[src/mcss_pkg.sv]
// ----------------------------------------------------------------------------
// mcss_pkg
// Shared constants, codes and types of the coding-score scan.
// ----------------------------------------------------------------------------
`default_nettype none

package mcss_pkg;

	localparam int MAX_OLIGO     = 5;
	localparam int POSITION_BITS = 20;
	localparam int FRAME_COUNT   = 3;

	localparam int WIN_DEPTH    = MAX_OLIGO + 1;
	localparam int INI_AW       = 2 * MAX_OLIGO;
	localparam int TRAN_AW      = 2 * WIN_DEPTH;
	localparam int INI_ENTRIES  = 1 << INI_AW;
	localparam int TRAN_ENTRIES = 1 << TRAN_AW;
	localparam int INI_SIZE_W   = INI_AW + 1;
	localparam int TRAN_SIZE_W  = TRAN_AW + 1;
	localparam int COUNT_BITS   = POSITION_BITS + 1;

	localparam int VALUE_W     = 32;
	localparam int SUM_W       = 48;
	localparam int OLIGO_W     = 3;
	localparam int DIGIT_W     = 3;
	localparam int ROW_W       = 2;
	localparam int INDEX_W     = 12;
	localparam int CHAR_W      = 8;
	localparam int CFG_IDX_W   = 3;
	localparam int CFG_DATA_W  = 32;
	localparam int QUEUE_DEPTH = 4;

	// request types, also used as queue entry kinds
	localparam logic [1:0] REQ_INI_WR  = 2'd0;
	localparam logic [1:0] REQ_TRAN_WR = 2'd1;
	localparam logic [1:0] REQ_BASE    = 2'd2;

	// configuration register indexes
	localparam logic [CFG_IDX_W-1:0] CFG_OLIGO     = 3'd0;
	localparam logic [CFG_IDX_W-1:0] CFG_INI_SIZE  = 3'd1;
	localparam logic [CFG_IDX_W-1:0] CFG_TRAN_SIZE = 3'd2;
	localparam logic [CFG_IDX_W-1:0] CFG_NULL      = 3'd3;
	localparam logic [CFG_IDX_W-1:0] CFG_LAST_POS  = 3'd4;

	typedef struct packed {
		logic [OLIGO_W-1:0]       oligo_length;
		logic [INI_SIZE_W-1:0]    initial_table_size;
		logic [TRAN_SIZE_W-1:0]   transition_table_size;
		logic signed [VALUE_W-1:0] null_score;
		logic [POSITION_BITS-1:0] last_position;
	} cfg_t;

	typedef struct packed {
		logic [1:0]               kind;
		logic [ROW_W-1:0]         row;
		logic [TRAN_AW-1:0]       waddr;
		logic [VALUE_W-1:0]       wdata;
		logic                     clear;
		logic                     ini_ok;
		logic                     ini_known;
		logic [INI_AW-1:0]        ini_idx;
		logic [POSITION_BITS-1:0] ini_pos;
		logic                     tran_ok;
		logic                     tran_known;
		logic [TRAN_AW-1:0]       tran_idx;
		logic [POSITION_BITS-1:0] tran_pos;
		logic [1:0]               tran_rot;
	} entry_t;

	typedef struct packed {
		logic                      ini_valid;
		logic [POSITION_BITS-1:0]  ini_position;
		logic signed [VALUE_W-1:0] ini_row0;
		logic signed [VALUE_W-1:0] ini_row1;
		logic signed [VALUE_W-1:0] ini_row2;
		logic                      tran_valid;
		logic [POSITION_BITS-1:0]  tran_position;
		logic signed [SUM_W-1:0]   tran_frame0;
		logic signed [SUM_W-1:0]   tran_frame1;
		logic signed [SUM_W-1:0]   tran_frame2;
	} res_t;

endpackage

`default_nettype wire

[src/mcss_queue.sv]
// ----------------------------------------------------------------------------
// mcss_queue
// Short first-in first-out queue of classified requests between the front
// and the back.
// ----------------------------------------------------------------------------
`default_nettype none

module mcss_queue (
	input  wire logic             clk,
	input  wire logic             arst_n,
	input  wire logic             push,
	input  wire mcss_pkg::entry_t push_entry,
	input  wire logic             pop,
	output mcss_pkg::entry_t      head,
	output logic                  full,
	output logic                  empty
);

	localparam int PTR_W = $clog2(mcss_pkg::QUEUE_DEPTH);

	mcss_pkg::entry_t mem_q [mcss_pkg::QUEUE_DEPTH];
	logic [PTR_W-1:0] wr_ptr_q;
	logic [PTR_W-1:0] rd_ptr_q;
	logic [PTR_W:0]   cnt_q;

	assign full  = (cnt_q == (PTR_W+1)'(mcss_pkg::QUEUE_DEPTH));
	assign empty = (cnt_q == '0);
	assign head  = mem_q[rd_ptr_q];

	always_ff @(posedge clk) begin
		if (push) begin
			mem_q[wr_ptr_q] <= push_entry;
		end
	end

	always_ff @(posedge clk or negedge arst_n) begin
		if (!arst_n) begin
			wr_ptr_q <= '0;
			rd_ptr_q <= '0;
			cnt_q    <= '0;
		end else begin
			if (push) begin
				wr_ptr_q <= (wr_ptr_q == PTR_W'(mcss_pkg::QUEUE_DEPTH - 1)) ? '0
					: wr_ptr_q + PTR_W'(1);
			end
			if (pop) begin
				rd_ptr_q <= (rd_ptr_q == PTR_W'(mcss_pkg::QUEUE_DEPTH - 1)) ? '0
					: rd_ptr_q + PTR_W'(1);
			end
			unique case ({push, pop})
				2'b10: cnt_q <= cnt_q + (PTR_W+1)'(1);
				2'b01: cnt_q <= cnt_q - (PTR_W+1)'(1);
				default: cnt_q <= cnt_q;
			endcase
		end
	end

endmodule

`default_nettype wire

[config.mk]
export PLATFORM = sky130hd
export DESIGN_NAME = mcss_queue
export DESIGN_NICKNAME = d
export VERILOG_FILES = /design/src/mcss_pkg.sv /design/src/mcss_queue.sv
export SDC_FILE = /design/constraint.sdc
export NUM_CORES = 1
export LEC_CHECK = 0
export BUFFER_PORTS_ARGS = -buffer_cell sky130_fd_sc_hd__buf_2
export CAP_MARGIN = 20
export CORE_MARGIN = 1.5
export CORE_UTILIZATION = 50
export DETAILED_ROUTE_END_ITERATION = 10
export MAX_ROUTING_LAYER = met4
export PLACE_DENSITY = 0.73
export SYNTH_ARGS = -nofsm -noshare
export SYNTH_HDL_FRONTEND = slang
export SYNTH_SLANG_ARGS = --single-unit
[constraint.sdc]
create_clock -name clk -period 4.2 [get_ports clk]
set_input_delay 0.42 -clock clk [delete_from_list [all_inputs] [get_ports clk]]
set_output_delay 0.42 -clock clk [all_outputs]
set_load 0.03 [all_outputs]
==> flow_summary.yaml <==
run_status:
  status: "complete, no violations"
placement:
  place.gp.congestion: 0.726
  place_hpwl_um: 18700
  io_buffers: 239
  dp_cells: 1333
  preCtsSetupSlack_ps: 1710
grt:
  grt_max_degree: 61
  grt_use_total_pct: 18.1
  gr-total-overflow: 0
  antenna_found_initial: 12
  grt_pass1_vias: 8115
  grt_pass1_wl_um: 47000
die:
  die-area_mm2: 0.0359
  coreArea_mm2: 0.0344
  io-pin-count: 240
  die_y_um: 190
  die_w_um: 190
  start_util_pct: 50.6
  core.rowCount: 68
sta:
  rsz0062_at_grt: "false"
  fin_ws_ps: 1170
  setup_viol: 0
  tns_ps: 0
  hold_viol_final: 0
  finalMaxSlewViolations: 0
  worst_slew_pin_slew_ps: 856
  slew-limit-headroom_pct: 43.0
  fin_crit_ps: 3030
  period_share_pct: 72.1
  skew_ps: 21.1
  fmax_mhz: 330
routing:
  ant_nets: 0
  vias: 7693
  first_iter_violations: 444
  viasPerCell: 5.37
  drc_errors: 0
  wl_per_cell_um: 21.7
  firstDrtPassIters: 5
  drt_wl_total_um: 31100
hold_path:
  hp-class: "input port to flip-flop"
  whs_path_depth: 1
  whs_endpoint: "mem_q[3][57]$_DFFE_PP_"
  min_from: "push_entry[57]"
synth:
  synth_area_mm2: 0.0174
  synth_edf_count: 468
  ys.flop_type: "edfxtp_1"
  ys_ff_latch: 475
  synth.area.top_cells: "edfxtp_1 (81%), mux4_2 (15%), buf_12 (1.2%)"
  syn_area_per_cell_um2: 26.8
  synth.net_count: 777
  ys_async_sr_fraction_pct: 1.47
  yosysUniqueCellTypes: 21
  yosys_warnings: 0
  syn_inst: 649
  synth_top_area_cell: "edfxtp_1"
  synth_top_area_share_pct: 80.7
  synth_seq_area_share_pct: 81.7
cts:
  clockBufferDepth: 3
  cts_tree: "yes"
  htreeDepth: 2
  cts.clk_slew.worst_paths_ps: 70
  clkSinkCount: 475
  cts-root-buf: "clkbuf_16"
  numCtsBuffers: 46
  post-cts-setup-buffers: 0
  clk_latency_ps: 550
worst_setup_path:
  r2r-start: "wr_ptr_q[0]$_DFFE_PN0P_"
  r2r_cells: 4
  crit_fanout: 38
  rr_endpoint: "mem_q[0][33]$_DFFE_PP_"
  r2r_slack_ps: 2030
  crit_path_end_kind: "primary output"
  cp.arrival_ps: 2610
  cp-start-kind: "flip-flop"
  cp.required_ps: 3780
  critPathKind: "flip-flop to primary output"
cells_and_area:
  nets: 1055
  fin_cells: 1432
  final_common_cell: "edfxtp_1"
  area_delta_synth_final_pct: 19.1
  final_cell_mix: "edfxtp_1 (468), buf_2 (239), mux4_2 (117)"
  drive_gt1_share_pct: 46.6
power:
  pwr_density_cell_mw_per_mm2: 751
  ir_worst_vdd_v: 0.000458
  p_leak_uw: 0.00706
run:
  drv_cap: 0
==> metal layers <==
layer	vias up	GRT usage [%]	routed length, µm
met5	-	-	0
met4	0	4.27	484
met3	39	6.94	2690
met2	222	28.0	15100
met1	4038	23.0	12900
li1	3394	-	-
==> worst max-delay path by stage <==
stage,endpoint,from,slack (ps),cells after the start
2_1_floorplan,mem_q[0][0]$_DFFE_PP_,wr_ptr_q[0]$_DFFE_PN0P_,400,3
3_3_place_gp,head[44],rd_ptr_q[0]$_DFFE_PN0P_,1710,3
3_5_place_dp,head[44],rd_ptr_q[0]$_DFFE_PN0P_,1710,3
4_1_cts,head[32],rd_ptr_q[0]$_DFFE_PN0P_,1090,3
5_1_grt,head[60],rd_ptr_q[0]$_DFFE_PN0P_,980,3
6_report,head[78],rd_ptr_q[0]$_DFFE_PN0P_,1170,3
==> synth_stat cells, types with 2 or more instances <==
cell type  count
buf_2         12
dfrtp_1        7
o21ai_0        2
nor2_1         2
mux4_2       117
buf_12        10
xor2_1         2
buf_6          3
inv_1          6
mux2_2         2
ha_1           6
edfxtp_1     468
and2_1         4
==> sequential cells by signal, indices dropped and copies added (netlist names) <==
register  count
cnt_q         3
rd_ptr_q      2
mem_q       468
wr_ptr_q      2
==> repair_timing <==
| action | 4_1_cts | 5_1_grt |
|---|---|---|
| endpoints found under the hold margin | 7 | 0 |
| gates resized for setup | 0 | 0 |
| hold buffers | 1 | 0 |
==> layout make-up <==
| type | count | area [µm²] |
|---|---|---|
| clock buffers | 51 | 1190 |
| inverters | 6 | 22.5 |
| flip-flops and latches | 475 | 14200 |
| diodes | 12 | 30.0 |
| clock inverters | 35 | 407 |
| multi-input cells | 142 | 2860 |
| well taps | 455 | 569 |
| fillers | 2409 | 13600 |
| repair buffers | 256 | 1410 |
==> worst max-delay path: stages, from the launching register on <==
cell and delay, ps:
dfrtp_4 920, buf_12 330, mux4_2 540, buf_2 200
==> where the power goes <==
part	internal (µW)	switching [µW]	total [µW]
clock	2550	1700	4250
combinational	1830	3100	4930
sequential	6070	320	6390
==> per-stage QoR <==
stage | power [µW] | area [µm²] | hold slack, ps | utilization (%)
floorplan | 10300 | 17400 | 124 | -
global placement | 11400 | 19100 | 267 | 55.6
detailed placement | 11500 | 19100 | 274 | 55.6
CTS | 15800 | 20700 | 42.6 | 60.2
global route | 16300 | 20700 | 53.9 | 60.3
finish | 15600 | 20700 | 74.3 | 60.3
==> kinds of logic after synthesis <==
kind of cell,synth area share (%)
mux,15.3
flops,81.7
buf+inv,1.86
xor+xnor,0.151
fa+ha+maj,0.546
compound gates,0.0575
simple gates,0.309
Note: power is estimated with default switching activity, not from simulation.
