`src/mcss_pkg.sv`:
```
// ----------------------------------------------------------------------------
// mcss_pkg
// Shared constants, codes and types of the coding-score scan.
// ----------------------------------------------------------------------------
`default_nettype none

package mcss_pkg;

	localparam int MAX_OLIGO     = 5;
	localparam int POSITION_BITS = 20;
	localparam int FRAME_COUNT   = 3;

	localparam int WIN_DEPTH    = MAX_OLIGO + 1;
	localparam int INI_AW       = 2 * MAX_OLIGO;
	localparam int TRAN_AW      = 2 * WIN_DEPTH;
	localparam int INI_ENTRIES  = 1 << INI_AW;
	localparam int TRAN_ENTRIES = 1 << TRAN_AW;
	localparam int INI_SIZE_W   = INI_AW + 1;
	localparam int TRAN_SIZE_W  = TRAN_AW + 1;
	localparam int COUNT_BITS   = POSITION_BITS + 1;

	localparam int VALUE_W     = 32;
	localparam int SUM_W       = 48;
	localparam int OLIGO_W     = 3;
	localparam int DIGIT_W     = 3;
	localparam int ROW_W       = 2;
	localparam int INDEX_W     = 12;
	localparam int CHAR_W      = 8;
	localparam int CFG_IDX_W   = 3;
	localparam int CFG_DATA_W  = 32;
	localparam int QUEUE_DEPTH = 4;

	// request types, also used as queue entry kinds
	localparam logic [1:0] REQ_INI_WR  = 2'd0;
	localparam logic [1:0] REQ_TRAN_WR = 2'd1;
	localparam logic [1:0] REQ_BASE    = 2'd2;

	// configuration register indexes
	localparam logic [CFG_IDX_W-1:0] CFG_OLIGO     = 3'd0;
	localparam logic [CFG_IDX_W-1:0] CFG_INI_SIZE  = 3'd1;
	localparam logic [CFG_IDX_W-1:0] CFG_TRAN_SIZE = 3'd2;
	localparam logic [CFG_IDX_W-1:0] CFG_NULL      = 3'd3;
	localparam logic [CFG_IDX_W-1:0] CFG_LAST_POS  = 3'd4;

	typedef struct packed {
		logic [OLIGO_W-1:0]       oligo_length;
		logic [INI_SIZE_W-1:0]    initial_table_size;
		logic [TRAN_SIZE_W-1:0]   transition_table_size;
		logic signed [VALUE_W-1:0] null_score;
		logic [POSITION_BITS-1:0] last_position;
	} cfg_t;

	typedef struct packed {
		logic [1:0]               kind;
		logic [ROW_W-1:0]         row;
		logic [TRAN_AW-1:0]       waddr;
		logic [VALUE_W-1:0]       wdata;
		logic                     clear;
		logic                     ini_ok;
		logic                     ini_known;
		logic [INI_AW-1:0]        ini_idx;
		logic [POSITION_BITS-1:0] ini_pos;
		logic                     tran_ok;
		logic                     tran_known;
		logic [TRAN_AW-1:0]       tran_idx;
		logic [POSITION_BITS-1:0] tran_pos;
		logic [1:0]               tran_rot;
	} entry_t;

	typedef struct packed {
		logic                      ini_valid;
		logic [POSITION_BITS-1:0]  ini_position;
		logic signed [VALUE_W-1:0] ini_row0;
		logic signed [VALUE_W-1:0] ini_row1;
		logic signed [VALUE_W-1:0] ini_row2;
		logic                      tran_valid;
		logic [POSITION_BITS-1:0]  tran_position;
		logic signed [SUM_W-1:0]   tran_frame0;
		logic signed [SUM_W-1:0]   tran_frame1;
		logic signed [SUM_W-1:0]   tran_frame2;
	} res_t;

endpackage

`default_nettype wire

```
`src/mcss_front.sv`:
```
// ----------------------------------------------------------------------------
// mcss_front
// Accepts requests, keeps the digit window and base count, and turns each
// base into table indexes, known flags and window positions.
// ----------------------------------------------------------------------------
`default_nettype none

module mcss_front (
	input  wire logic                                clk,
	input  wire logic                                arst_n,
	input  wire mcss_pkg::cfg_t                      cfg,
	input  wire logic                                accept,
	input  wire logic [1:0]                          req_type,
	input  wire logic [mcss_pkg::ROW_W-1:0]          table_row,
	input  wire logic [mcss_pkg::INDEX_W-1:0]        table_index,
	input  wire logic [mcss_pkg::VALUE_W-1:0]        table_value,
	input  wire logic [mcss_pkg::CHAR_W-1:0]         base_char,
	input  wire logic                                first_base,
	output logic                                     push,
	output mcss_pkg::entry_t                         entry
);

	localparam logic [mcss_pkg::DIGIT_W-1:0] DIGIT_A = 3'd0;
	localparam logic [mcss_pkg::DIGIT_W-1:0] DIGIT_C = 3'd1;
	localparam logic [mcss_pkg::DIGIT_W-1:0] DIGIT_G = 3'd2;
	localparam logic [mcss_pkg::DIGIT_W-1:0] DIGIT_T = 3'd3;
	localparam logic [mcss_pkg::DIGIT_W-1:0] DIGIT_N = 3'd4;
	localparam logic [mcss_pkg::COUNT_BITS-1:0] COUNT_MAX = '1;

	function automatic logic [mcss_pkg::DIGIT_W-1:0] digit_of(
		input logic [mcss_pkg::CHAR_W-1:0] c
	);
		logic [mcss_pkg::DIGIT_W-1:0] d;
		unique case (c)
			"A", "a": d = DIGIT_A;
			"C", "c": d = DIGIT_C;
			"G", "g": d = DIGIT_G;
			"T", "t", "U", "u": d = DIGIT_T;
			default: d = DIGIT_N;
		endcase
		return d;
	endfunction

	logic [mcss_pkg::DIGIT_W-1:0]    win_q [mcss_pkg::WIN_DEPTH];
	logic [mcss_pkg::DIGIT_W-1:0]    win_d [mcss_pkg::WIN_DEPTH];
	logic [mcss_pkg::COUNT_BITS-1:0] cnt_q;
	logic [1:0]                      m3_q;

	logic                            is_base;
	logic [mcss_pkg::COUNT_BITS-1:0] p;
	logic [1:0]                      pm3;
	logic [mcss_pkg::OLIGO_W-1:0]    k;
	logic [mcss_pkg::OLIGO_W-1:0]    km1;
	logic [mcss_pkg::COUNT_BITS-1:0] pi_full;
	logic [mcss_pkg::COUNT_BITS-1:0] pt_full;
	logic [mcss_pkg::COUNT_BITS-1:0] last_ext;
	logic [mcss_pkg::INI_AW-1:0]     ini_idx;
	logic [mcss_pkg::TRAN_AW-1:0]    tran_idx;
	logic                            ini_unk;
	logic                            tran_unk;
	logic [3:0]                      rot_v;
	logic                            wr_ok;

	assign is_base = (req_type == mcss_pkg::REQ_BASE);
	assign p       = first_base ? '0 : cnt_q;
	assign pm3     = first_base ? '0 : m3_q;

	always_comb begin
		if (cfg.oligo_length == '0) begin
			k = mcss_pkg::OLIGO_W'(1);
		end else if (cfg.oligo_length > mcss_pkg::OLIGO_W'(mcss_pkg::MAX_OLIGO)) begin
			k = mcss_pkg::OLIGO_W'(mcss_pkg::MAX_OLIGO);
		end else begin
			k = cfg.oligo_length;
		end
	end

	assign km1 = k - mcss_pkg::OLIGO_W'(1);

	always_comb begin
		win_d[0] = digit_of(base_char);
		for (int j = 1; j < mcss_pkg::WIN_DEPTH; j++) begin
			win_d[j] = first_base ? '0 : win_q[j-1];
		end
	end

	always_comb begin
		ini_idx  = '0;
		tran_idx = '0;
		ini_unk  = 1'b0;
		tran_unk = 1'b0;
		for (int j = 0; j < mcss_pkg::MAX_OLIGO; j++) begin
			if (j < int'(k)) begin
				ini_idx[2*j +: 2] = win_d[j][1:0];
				ini_unk = ini_unk | win_d[j][2];
			end
		end
		for (int j = 0; j < mcss_pkg::WIN_DEPTH; j++) begin
			if (j <= int'(k)) begin
				tran_idx[2*j +: 2] = win_d[j][1:0];
				tran_unk = tran_unk | win_d[j][2];
			end
		end
	end

	// row rotation of the transition window start, (p - k) mod 3
	always_comb begin
		rot_v = 4'(pm3) + 4'(2 * mcss_pkg::FRAME_COUNT) - 4'(k);
		if (rot_v >= 4'(2 * mcss_pkg::FRAME_COUNT)) begin
			rot_v = rot_v - 4'(2 * mcss_pkg::FRAME_COUNT);
		end
		if (rot_v >= 4'(mcss_pkg::FRAME_COUNT)) begin
			rot_v = rot_v - 4'(mcss_pkg::FRAME_COUNT);
		end
	end

	assign last_ext = mcss_pkg::COUNT_BITS'(cfg.last_position);
	assign pi_full  = p - mcss_pkg::COUNT_BITS'(km1);
	assign pt_full  = p - mcss_pkg::COUNT_BITS'(k);

	always_comb begin
		entry            = '0;
		entry.kind       = req_type;
		entry.row        = table_row;
		entry.waddr      = mcss_pkg::TRAN_AW'(table_index);
		entry.wdata      = table_value;
		entry.clear      = first_base;
		entry.ini_ok     = (p >= mcss_pkg::COUNT_BITS'(km1)) && (pi_full <= last_ext);
		entry.ini_known  = !ini_unk
			&& (mcss_pkg::INI_SIZE_W'(ini_idx) < cfg.initial_table_size);
		entry.ini_idx    = ini_idx;
		entry.ini_pos    = pi_full[mcss_pkg::POSITION_BITS-1:0];
		entry.tran_ok    = (p >= mcss_pkg::COUNT_BITS'(k)) && (pt_full <= last_ext);
		entry.tran_known = !tran_unk
			&& (mcss_pkg::TRAN_SIZE_W'(tran_idx) < cfg.transition_table_size);
		entry.tran_idx   = tran_idx;
		entry.tran_pos   = pt_full[mcss_pkg::POSITION_BITS-1:0];
		entry.tran_rot   = rot_v[1:0];
	end

	always_comb begin
		unique case (req_type)
			mcss_pkg::REQ_INI_WR: wr_ok = (table_row < mcss_pkg::ROW_W'(mcss_pkg::FRAME_COUNT))
				&& (int'(table_index) < mcss_pkg::INI_ENTRIES);
			mcss_pkg::REQ_TRAN_WR: wr_ok = (table_row < mcss_pkg::ROW_W'(mcss_pkg::FRAME_COUNT))
				&& (int'(table_index) < mcss_pkg::TRAN_ENTRIES);
			mcss_pkg::REQ_BASE: wr_ok = 1'b1;
			default: wr_ok = 1'b0;
		endcase
	end

	assign push = accept && wr_ok;

	always_ff @(posedge clk or negedge arst_n) begin
		if (!arst_n) begin
			for (int j = 0; j < mcss_pkg::WIN_DEPTH; j++) begin
				win_q[j] <= '0;
			end
			cnt_q <= '0;
			m3_q  <= '0;
		end else if (accept && is_base) begin
			win_q <= win_d;
			if (p != COUNT_MAX) begin
				cnt_q <= p + mcss_pkg::COUNT_BITS'(1);
				m3_q  <= (pm3 == 2'(mcss_pkg::FRAME_COUNT - 1)) ? 2'd0 : pm3 + 2'd1;
			end else begin
				cnt_q <= p;
				m3_q  <= pm3;
			end
		end
	end

endmodule

`default_nettype wire

```
`config.mk`:
```
export PLATFORM = sky130hd
export DESIGN_NAME = mcss_front
export DESIGN_NICKNAME = d
export VERILOG_FILES = /design/src/mcss_pkg.sv /design/src/mcss_front.sv
export SDC_FILE = /design/constraint.sdc
export NUM_CORES = 1
export LEC_CHECK = 0
export BUFFER_PORTS_ARGS = -buffer_cell sky130_fd_sc_hd__buf_2
export CAP_MARGIN = 15
export CELL_PAD_IN_SITES_DETAIL_PLACEMENT = 1
export CELL_PAD_IN_SITES_GLOBAL_PLACEMENT = 2
export CORE_UTILIZATION = 25
export CTS_CLUSTER_SIZE = 28
export DETAILED_ROUTE_END_ITERATION = 12
export PLACE_DENSITY_LB_ADDON = 0.1
export SYNTH_ARGS = -nofsm -noshare
export SYNTH_HDL_FRONTEND = slang
export SYNTH_SLANG_ARGS = --single-unit
```
`constraint.sdc`:
```
create_clock -name clk -period 5.1 [get_ports clk]
set_clock_uncertainty 0.1 [all_clocks]
set_input_delay 0.51 -clock clk [delete_from_list [all_inputs] [get_ports clk]]
set_output_delay 0.51 -clock clk [all_outputs]
set_load 0.02 [all_outputs]
```
==> results_dict.tcl, run 1 <==
set metrics [dict create \
    status "completed" \
    yosys-top-cells-count "87 x nand2_1, 75 x ha_1, 75 x nor2_1, 60 x inv_1, 51 x buf_4" \
    rows 53 \
    first_pass_iters 4 \
    hold_class "in2async" \
    cp_max_fo 4 \
    criticalPathCategory "in2out" \
    fp.coreArea_mm2 0.0211 \
    synth_area_leaders "dfrtp_1 18%, ha_1 17%, buf_4 7.1%, nand2_1 6.0%, nor2_1 5.2%" \
    dp.cells 1099 \
    final_design_area_no_fill_mm2 0.00643 \
    cts_sinks 38 \
    fin_tns_setup_ns 0 \
    period_needed_ns 4.87 \
    synth.ff_latch_count 38 \
    slew_headroom_pct 38.3 \
    synth_edf_count 0 \
    pin_count 257 \
    via_per_inst 4.99 \
    peakVddDrop_mv 0.119 \
    syn_avg_cell_area_um2 7.30 \
    n_fill_cell 2642 \
    cts_made_buffers 5 \
    synth_top_flop_cell "dfrtp_1" \
    synth.most_common_cell "nand2_1" \
    root_buffer "clkbuf_16" \
    worstSetupStartpointType "input port" \
    antenna_cells 0 \
    syn_area_mm2 0.00540 \
    wl_per_cell_um 17.5 \
    vias 5527 \
    place_area_mm2 0.00617 \
    yosys.area.top_type "dfrtp_1" \
    synthCells 740 \
    grt_pass1_vias 5685 \
    drc 0 \
    yosysWarnings 0 \
    async_flop_share_pct 100 \
    powerDensity_mw_per_mm2 230 \
    fin_util_pct 30.5 \
    fin_cells 1108 \
    area.growth.synth_to_final_pct 19.1 \
    seq_area_frac_synth_pct 17.6 \
    overflow 0 \
    fp.dieArea_mm2 0.0222 \
    ctsHtreeMaxLevel 2 \
    cts_tree "built" \
    worst_setup_path_end_kind "primary output" \
    wirelength_mm 19.4 \
    clk_latency_ns 0.30 \
    die_w_um 149 \
    rsz0062_at_grt "yes" \
    hpwl_mm 16.1 \
    period_share_pct 95.5 \
    leakagePower_nw 3.25 \
    ant_nets 0 \
    first_iter_violations 207 \
    portBuffers 139 \
    grt_pass1_wl_mm 30.8 \
    drive_above_1_share_pct 25.2 \
    synth_nets 957 \
    nets 1049 \
    tightest_slew_ns 0.926 \
    worstPathRequired_ns 4.49 \
    grtUsageTotal_pct 17.7 \
    hold_viol 0 \
    grt_max_degree 46 \
    setup-violations-final 0 \
    clock.fmax_mhz 205 \
    cap_violations 0 \
    drv_slew 0 \
    postCtsHoldBufs 0 \
    yosys.area.top_type_share_pct 17.6 \
    synth_cell_types 62 \
    die_h_um 149 \
    gp_congestion 0.859 \
    cts_buffer_depth 2 \
    start_util_pct 25.6 \
    arrival_ns 4.26 \
    clkSlewWorstSetupHoldPaths_ns 0.06 \
    antenna_found_initial 0 \
]
[critical path, stage by stage]
cell and delay [ns]:
clkbuf_4 0.15, xor2_1 0.15, nand2b_1 0.12, inv_1 0.09, ha_1 0.19, xnor2_1 0.15, ha_2 0.34, a21oi_4 0.19
nand2_2 0.10, or2_2 0.33, buf_4 0.17, xor2_2 0.14, ha_1 0.32, and4_4 0.25, nand3_1 0.10, or3_1 0.37
mux2i_1 0.13, a211o_1 0.14, and3_4 0.19, buf_4 0.13
[layout make-up]
cell class / count / area (um2) / share of cell area (%)
Multi-Input combinational cell: 557 / 3810 / 59.2
Sequential cell: 38 / 951 / 14.8
Timing Repair Buffer: 170 / 933 / 14.5
Tap cell: 275 / 344 / 5.35
Inverter: 60 / 225 / 3.50
Clock buffer: 5 / 125 / 1.94
Clock inverter: 3 / 45.0 / 0.700
[cell families after synthesis]
| family | count (synthesis) | synth area share [%] |
|---|---|---|
| AO/OA/AOI/OAI | 153 | 17.5 |
| XOR/XNOR | 30 | 4.86 |
| adder cells (fa/ha/maj) | 78 | 18.5 |
| buffers and inverters | 145 | 13.8 |
| flip-flops | 38 | 17.6 |
| multiplexers | 6 | 1.11 |
| AND/OR/NAND/NOR | 290 | 26.6 |
[layer usage]
| layer | vias up | GRT usage [%] | part of all wire [%] |
|---|---|---|---|
| met5 | - | 0 | 0 |
| li1 | 2727 | - | - |
| met3 | 16 | 2.08 | 4.6 |
| met2 | 126 | 28.6 | 46 |
| met4 | 0 | 4.23 | 1.1 |
| met1 | 2658 | 24.8 | 49 |
[layout by cell type (no fill, tap or decap), drive strengths merged, types with 6 or more instances in the layout]
cell    count
nand2      87
and3        6
a211oi      7
nand4      12
nor4       19
ha         75
a21o       12
o22ai      19
nor3       22
nor2       76
a21oi      40
a31oi       8
o21ai      39
nor2b      10
dfrtp      38
inv        60
nand2b      7
buf       169
xor2        9
and2        8
clkbuf      6
or4         6
xnor2      21
mux2i       6
nand3      16
[registers in the layout, summed over array words and instances, names as in the netlist]
signal	cells
cnt_q	21
win_q	15
m3_q	2
[repair_timing]
item,CTS,global route
buffers inserted,0,1
pin swaps,1,3
setup endpoints to repair,1,2
gates resized for setup,4,19
endpoints found under the hold margin,0,0
[per-stage QoR]
stage	total power, mW	worst slack (ns)	hold WS, ns
global route	1.59	-0.0396	0.336
finish	1.48	0.228	0.251
detailed placement	1.09	-0.0536	0.356
CTS	1.48	0.00156	0.305
global placement	1.07	-0.00375	0.352
floorplan	0.859	0.0667	0.114
[worst paths after layout]
path | start | end | slack (ns) | cells after the start
worst max-delay path | cfg[78] | entry[67] | 0.23 | 20
worst min-delay path | arst_n | cnt_q[15]$_DFFE_PN0P_ | 0.25 | 1
worst max register to register | cnt_q[1]$_DFFE_PN0P_ | cnt_q[5]$_DFFE_PN0P_ | 2.16 | 9
worst min register to register | win_q[5]$_DFFE_PN0P_ | win_q[5]$_DFFE_PN0P_ | 0.37 | 2
max in group asynchronous | arst_n | win_q[13]$_DFFE_PN0P_ | 4.07 | 1
min in group clk | win_q[5]$_DFFE_PN0P_ | win_q[5]$_DFFE_PN0P_ | 0.37 | 2
[power breakdown]
group	internal (mW)	switching, mW	leakage [nW]	total, mW
sequential	0.315	0.0141	0.514	0.329
clock	0.231	0.141	0.0760	0.372
combinational	0.303	0.475	2.67	0.778
(Power assumes the default switching activity.)
==> run 2: changes to the inputs <==
CTS_BUF_LIST = sky130_fd_sc_hd__clkbuf_8   (was default)
clock period = 4.95 ns   (was 5.1 ns; I/O delays follow)
==> run 2 against run 1 <==
- cell count increased by 1.8%
- clock power decreased by 9.9%
- sequential share of layout area decreased by 0.40 points
- sequential power increased by 3%
- global-route usage about the same
- routed wire length increased by 2.2%
- register-to-register slack about the same
- non-clock buffer count increased by 20
- die area unchanged
- combinational power increased by 9.0%
- total power increased by 2.9%
- critical path type unchanged
- highest routed layer unchanged
==> results_dict.tcl, run 2 (synthesized netlist as in run 1, its figures left out) <==
set metrics [dict create \
    status "completed" \
    cp_max_fo 4 \
    grt_pass1_wl_mm 31.0 \
    drive_above_1_share_pct 28.4 \
    grt_max_degree 46 \
    tightest_slew_ns 0.965 \
    portBuffers 139 \
    rrSetupSlack_ns 2.17 \
    area.growth.synth_to_final_pct 22.4 \
    cp_common_cell "buf_4" \
    hold_viol 0 \
    rows 53 \
    fp.dieArea_mm2 0.0222 \
    cts_tree "built" \
    cts_made_buffers 5 \
    peakVddDrop_mv 0.150 \
    hpwl_mm 16.4 \
    power_frac_comb_pct 55.7 \
    grt_pass1_vias 5730 \
    leakagePower_nw 3.36 \
    largest-register "cnt_q" \
    first_iter_violations 255 \
    clkSlewWorstSetupHoldPaths_ns 0.09 \
    overflow 0 \
    clk_latency_ns 0.31 \
    ctsHtreeMaxLevel 2 \
    cts_sinks 38 \
    cts_buffer_depth 2 \
    finalPower_mw 1.52 \
    pre_cts_slack_ns -0.105 \
    start_util_pct 25.6 \
    gp_congestion 0.873 \
    pin_count 257 \
    ant_nets 0 \
    drv_slew 0 \
    arrival_ns 4.16 \
    die_h_um 149 \
    wl_per_cell_um 17.6 \
    die_w_um 149 \
    clock_power_share_pct 22.0 \
    worstPathRequired_ns 4.36 \
    worst_setup_path_end_kind "primary output" \
    powerDensity_mw_per_mm2 230 \
    period_needed_ns 4.75 \
    clock.fmax_mhz 210 \
    slew_headroom_pct 35.7 \
    antenna_cells 0 \
    criticalPathCategory "in2out" \
    vias 5640 \
    layout.cells.most_common_list "138 x buf_2, 85 x nand2_1, 73 x nor2_1, 73 x ha_1, 59 x inv_1" \
    fin_util_pct 31.4 \
    path_cells "buf_2 -> xor2_1 -> nand2b_1 -> inv_2 -> ha_1 -> xnor2_2 -> ha_4 -> a21oi_2 -> nand2_2 -> or2_4 -> buf_4 -> xor2_2 -> ha_1 -> and4_1 -> buf_4 -> a31o_2 -> a2111oi_2 -> a211o_1 -> and3_1 -> buf_4" \
    fp.coreArea_mm2 0.0211 \
    largest_reg_flops 21 \
    switching_share_pct 42.8 \
    via_per_inst 5.00 \
    nets 1069 \
    internal_power_uw 871 \
    n_fill_cell 2672 \
    drc 0 \
    mostFrequentLayoutCell "buf_2" \
    p_seq_share_pct 22.2 \
    root_buffer "clkbuf_8" \
    dp.cells 1118 \
    hold_class "in2async" \
    setup-violations-final 0 \
    antenna_found_initial 0 \
    reg.largest.list "cnt_q: 21 flops, win_q: 15 flops, m3_q: 2 flops" \
    crit_slowest_cell "ha_1" \
    period_share_pct 96.0 \
    fin_cells 1128 \
    worstSetupStartpointType "input port" \
    first_pass_iters 4 \
    wirelength_mm 19.8 \
    switchingPower_uw 651 \
    cap_violations 0 \
    cp_slowest_stage_delay_ns 0.30 \
    setup_slack_ns 0.199 \
    grtUsageTotal_pct 17.7 \
]
run 2: changes by cell type in the layout (fill, tap and decap cells not counted), sizes merged:
cell      delta
buf         +21
clkinvlp     -2
clkinv       +1
clkbuf       -1
bufinv       +1
run 2: stage by stage:
step           hold slack (ns)  TNS, ns  instance area (um2)
6_report                 0.230        0                 6610
5_1_grt                  0.316  -0.0136                 6610
4_1_cts                  0.257        0                 6470
3_5_place_dp             0.364   -0.105                 6310
3_3_place_gp             0.351  -0.0741                 6310
2_1_floorplan           0.0994        0                 5430
run 2: timing repair:
| item | in CTS | in global routing |
|---|---|---|
| gates resized for setup | 7 | 29 |
| hold buffers | 0 | 0 |
| pin swaps | 2 | 7 |
| setup buffers | 0 | 2 |
| endpoints found under the setup margin | 1 | 2 |
run 2: final timing paths:
| path | startpoint | to | cells after the start |
|---|---|---|---|
| worst max register to register | cnt_q[1]$_DFFE_PN0P_ | cnt_q[8]$_DFFE_PN0P_ | 9 |
| worst min register to register | win_q[5]$_DFFE_PN0P_ | win_q[5]$_DFFE_PN0P_ | 2 |
| min in group clk | win_q[5]$_DFFE_PN0P_ | win_q[5]$_DFFE_PN0P_ | 2 |
| worst max-delay path | cfg[78] | entry[67] | 20 |
| max in group asynchronous | arst_n | win_q[4]$_DFFE_PN0P_ | 1 |
| worst min-delay path | arst_n | cnt_q[18]$_DFFE_PN0P_ | 1 |
run 2: area by class of cell:
| cell class | count | area [um2] | area share, % |
|---|---|---|---|
| timing repair buffer | 190 | 1080 | 16.3 |
| tap | 275 | 344 | 5.20 |
| inverter | 60 | 225 | 3.41 |
| multi-input combinational | 557 | 3870 | 58.6 |
| sequential | 38 | 951 | 14.4 |
| clock inverter | 3 | 68.8 | 1.04 |
| clock buffer | 5 | 68.8 | 1.04 |
run 2: power groups by stage:
stage	registers [mW]	clock network (mW)	logic [mW]
after detailed placement	0.344	0	0.815
after global placement	0.344	0	0.787
after CTS	0.338	0.347	0.825
final	0.338	0.335	0.848
after floorplan	0.339	0	0.546
after global routing	0.341	0.355	0.935
run 2: layer usage:
metal	routed length, um	vias to the layer above	track usage (%)	share of wire, %
met1	9680	2732	24.8	49
li1	-	2758	-	-
met5	0	-	0	0
met3	635	27	1.22	3.2
met2	9180	123	29.0	46
met4	350	0	4.54	1.8
run 2: worst max-delay path, delay by kind of cell:
kind / cells / cell delay, ns
AOI/OAI and AO/OA: 4 / 0.90
buffers and inverters: 5 / 0.65
xor gates and xnor gates: 3 / 0.50
adders and majority gates: 3 / 0.77
and+or+nand+nor: 5 / 0.84
==> run 3: changes to the inputs <==
ABC_AREA = 1   (was default)
GPL_TIMING_DRIVEN = 0   (was default)
==> run 3 against run 2 <==
- fmax grew 1.6%
- final area increased by 9.9%
- sequential power grew 3%
- sequential share of layout area is 1.3 points lower
- via count is 6.7% higher
- global-route usage decreased by 0.72 points
- total power up 27%
- register-to-register slack better by 0.31 ns
- core utilization up 0.73 points
==> results_dict.tcl, run 3 <==
set metrics [dict create \
    status "completed" \
    drive_above_1_share_pct 31.6 \
    clk_latency_ns 0.30 \
    grt_max_degree 39 \
    final_design_area_no_fill_mm2 0.00726 \
    synth_top_family_by_area "simple AND/OR/NAND/NOR gates" \
    first_pass_iters 4 \
    yosys.area.top_type_share_pct 16.5 \
    portBuffers 180 \
    fin_util_pct 32.1 \
    rrSetupSlack_ns 2.48 \
    grt_pass1_vias 6276 \
    slew_headroom_pct 36.5 \
    first_iter_violations 213 \
    clkSlewWorstSetupHoldPaths_ns 0.08 \
    yosysWarnings 0 \
    wirelength_mm 19.9 \
    cts_buffer_depth 2 \
    setup-violations-final 0 \
    reg.largest.list "cnt_q: 21 flops, win_q: 15 flops, m3_q: 2 flops" \
    async_flop_share_pct 100 \
    synth_fa_ha_area_share_pct 17.3 \
    synth_edf_count 0 \
    fp.dieArea_mm2 0.0237 \
    layout.cells.most_common_list "179 x buf_2, 167 x nand2_1, 131 x inv_1" \
    tightest_slew_ns 0.952 \
    cts_sinks 38 \
    worst_setup_path_end_kind "primary output" \
    drc 0 \
    die_h_um 154 \
    internal_power_uw 907 \
    vias 6019 \
    fp.coreArea_mm2 0.0226 \
    leakagePower_nw 4.11 \
    ctsHtreeMaxLevel 2 \
    clock.fmax_mhz 214 \
    hold_class "in2async" \
    n_fill_cell 2958 \
    largest-register "cnt_q" \
    cts_tree "built" \
    cts_made_buffers 5 \
    synth_mux_area_share_pct 0 \
    yosys-top-cells-count "168 x nand2_1, 133 x inv_1, 80 x nor2_1, 75 x ha_1, 52 x buf_4" \
    powerDensity_mw_per_mm2 265 \
    nets 1266 \
    rows 55 \
    root_buffer "clkbuf_8" \
    antenna_found_initial 0 \
    rr_worst_depth 12 \
    dp.cells 1321 \
    synth.most_common_cell "nand2_1" \
    synth.ff_latch_count 38 \
    place_area_mm2 0.00703 \
    synth_area_leaders "dfrtp_1 16%, ha_1 16%, nand2_1 11%, inv_1 8.7%, xor2_1 7.4%" \
    synthSimpleGateAreaFrac_pct 30.4 \
    syn_area_mm2 0.00577 \
    criticalPathCategory "in2out" \
    fin_cells 1334 \
    yosys.area.top_type "dfrtp_1" \
    worstSetupStartpointType "input port" \
    switching_share_pct 52.9 \
    overflow 0 \
    synthCells 856 \
    pin_count 257 \
    antenna_cells 0 \
    period_needed_ns 4.68 \
    p_seq_share_pct 18.0 \
    grt_pass1_wl_mm 32.1 \
    area.growth.synth_to_final_pct 25.9 \
    power_frac_comb_pct 71.1 \
    cp_max_fo 10 \
    grtUsageTotal_pct 16.9 \
    postCtsHoldBufs 0 \
    setup_slack_ns 0.273 \
    largest_reg_flops 21 \
    pre_cts_slack_ns -0.531 \
    worstPathRequired_ns 4.36 \
    period_share_pct 94.5 \
    drv_slew 0 \
    arrival_ns 4.08 \
    synth-compound-area-share_pct 10.3 \
    syn_avg_cell_area_um2 6.74 \
    via_per_inst 4.51 \
    synth_xor_area_share_pct 8.05 \
    peakVddDrop_mv 0.0820 \
    die_w_um 154 \
    synth_top_flop_cell "dfrtp_1" \
    switchingPower_mw 1.02 \
    clock_power_share_pct 10.9 \
    synth_nets 1073 \
    wl_per_cell_um 14.9 \
    gp_congestion 0.812 \
    mostFrequentLayoutCell "buf_2" \
    cap_violations 0 \
    start_util_pct 25.5 \
    seq_area_frac_synth_pct 16.5 \
    hpwl_mm 17.3 \
    ant_nets 0 \
    synth_cell_types 43 \
    hold_viol 0 \
]
==> run 3: what timing repair did <==
item | 4_1_cts | 5_1_grt
pin swaps | 3 | 4
buffers inserted | 4 | 2
resized for setup | 9 | 19
cloned | 0 | 0
endpoints found under the setup margin | 2 | 2
==> run 3: kinds of logic (layout without fill, tap and decap cells) <==
logic type / Yosys count / after routing
buf+inv: 207 / 400
compound gates: 108 / 108
flops: 38 / 38
simple gates: 372 / 372
fa+ha+maj: 78 / 78
xor+xnor: 53 / 53
==> run 3: layer usage <==
| layer | routed length, um | global-route usage (%) |
|---|---|---|
| met2 | 9190 | 29.8 |
| met4 | 206 | 2.71 |
| met1 | 9590 | 22.8 |
| met3 | 869 | 1.27 |
| met5 | 0 | 0 |
==> run 3: power groups by stage <==
stage / logic (mW) / registers [mW] / clock network, mW
2_1_floorplan: 0.893 / 0.350 / 0
3_3_place_gp: 1.33 / 0.353 / 0
3_5_place_dp: 1.34 / 0.354 / 0
4_1_cts: 1.37 / 0.347 / 0.221
5_1_grt: 1.53 / 0.351 / 0.232
6_report: 1.37 / 0.347 / 0.210
==> run 3: cell type report <==
| class | count | area, um2 | area share, % |
|---|---|---|---|
| inverter | 143 | 548 | 7.54 |
| buffer | 64 | 469 | 6.46 |
| tap | 285 | 357 | 4.91 |
| timing repair buffer | 186 | 948 | 13.1 |
| clock buffer | 5 | 68.8 | 0.947 |
| sequential | 38 | 951 | 13.1 |
| clock inverter | 2 | 10.0 | 0.138 |
| multi-input combinational | 611 | 3910 | 53.9 |
==> run 3: final timing paths <==
| check | endpoint | startpoint |
|---|---|---|
| max reg2reg | cnt_q[1]$_DFFE_PN0P_ | cnt_q[1]$_DFFE_PN0P_ |
| min in group clk | win_q[14]$_DFFE_PN0P_ | win_q[14]$_DFFE_PN0P_ |
| max | entry[35] | first_base |
| min reg2reg | win_q[14]$_DFFE_PN0P_ | win_q[14]$_DFFE_PN0P_ |
| min | cnt_q[6]$_DFFE_PN0P_ | arst_n |
| max in group asynchronous | m3_q[0]$_DFFE_PN0P_ | arst_n |
==> run 3: critical path, cell delays in order <==
cell,delay [ns]
buf_6,0.15
buf_4,0.25
nor2_1,0.13
inv_1,0.18
ha_1,0.17
inv_1,0.05
fa_1,0.40
nand2_1,0.09
nand2_1,0.16
nor2_4,0.22
xor2_1,0.27
ha_1,0.30
nand2_1,0.16
o21bai_1,0.14
nand2_1,0.07
a21oi_1,0.23
nand2_1,0.09
nand2_1,0.07
nand3_1,0.07
a21oi_1,0.19
buf_2,0.20
==> run 3: stage by stage <==
| stage | total power, mW | setup TNS, ns | hold slack, ns |
|---|---|---|---|
| after floorplan | 1.24 | 0 | 0.0994 |
| after global placement | 1.68 | -0.506 | 0.355 |
| after detailed placement | 1.69 | -0.555 | 0.368 |
| after CTS | 1.93 | 0 | 0.261 |
| after global routing | 2.11 | -0.00893 | 0.312 |
| final | 1.93 | 0 | 0.238 |
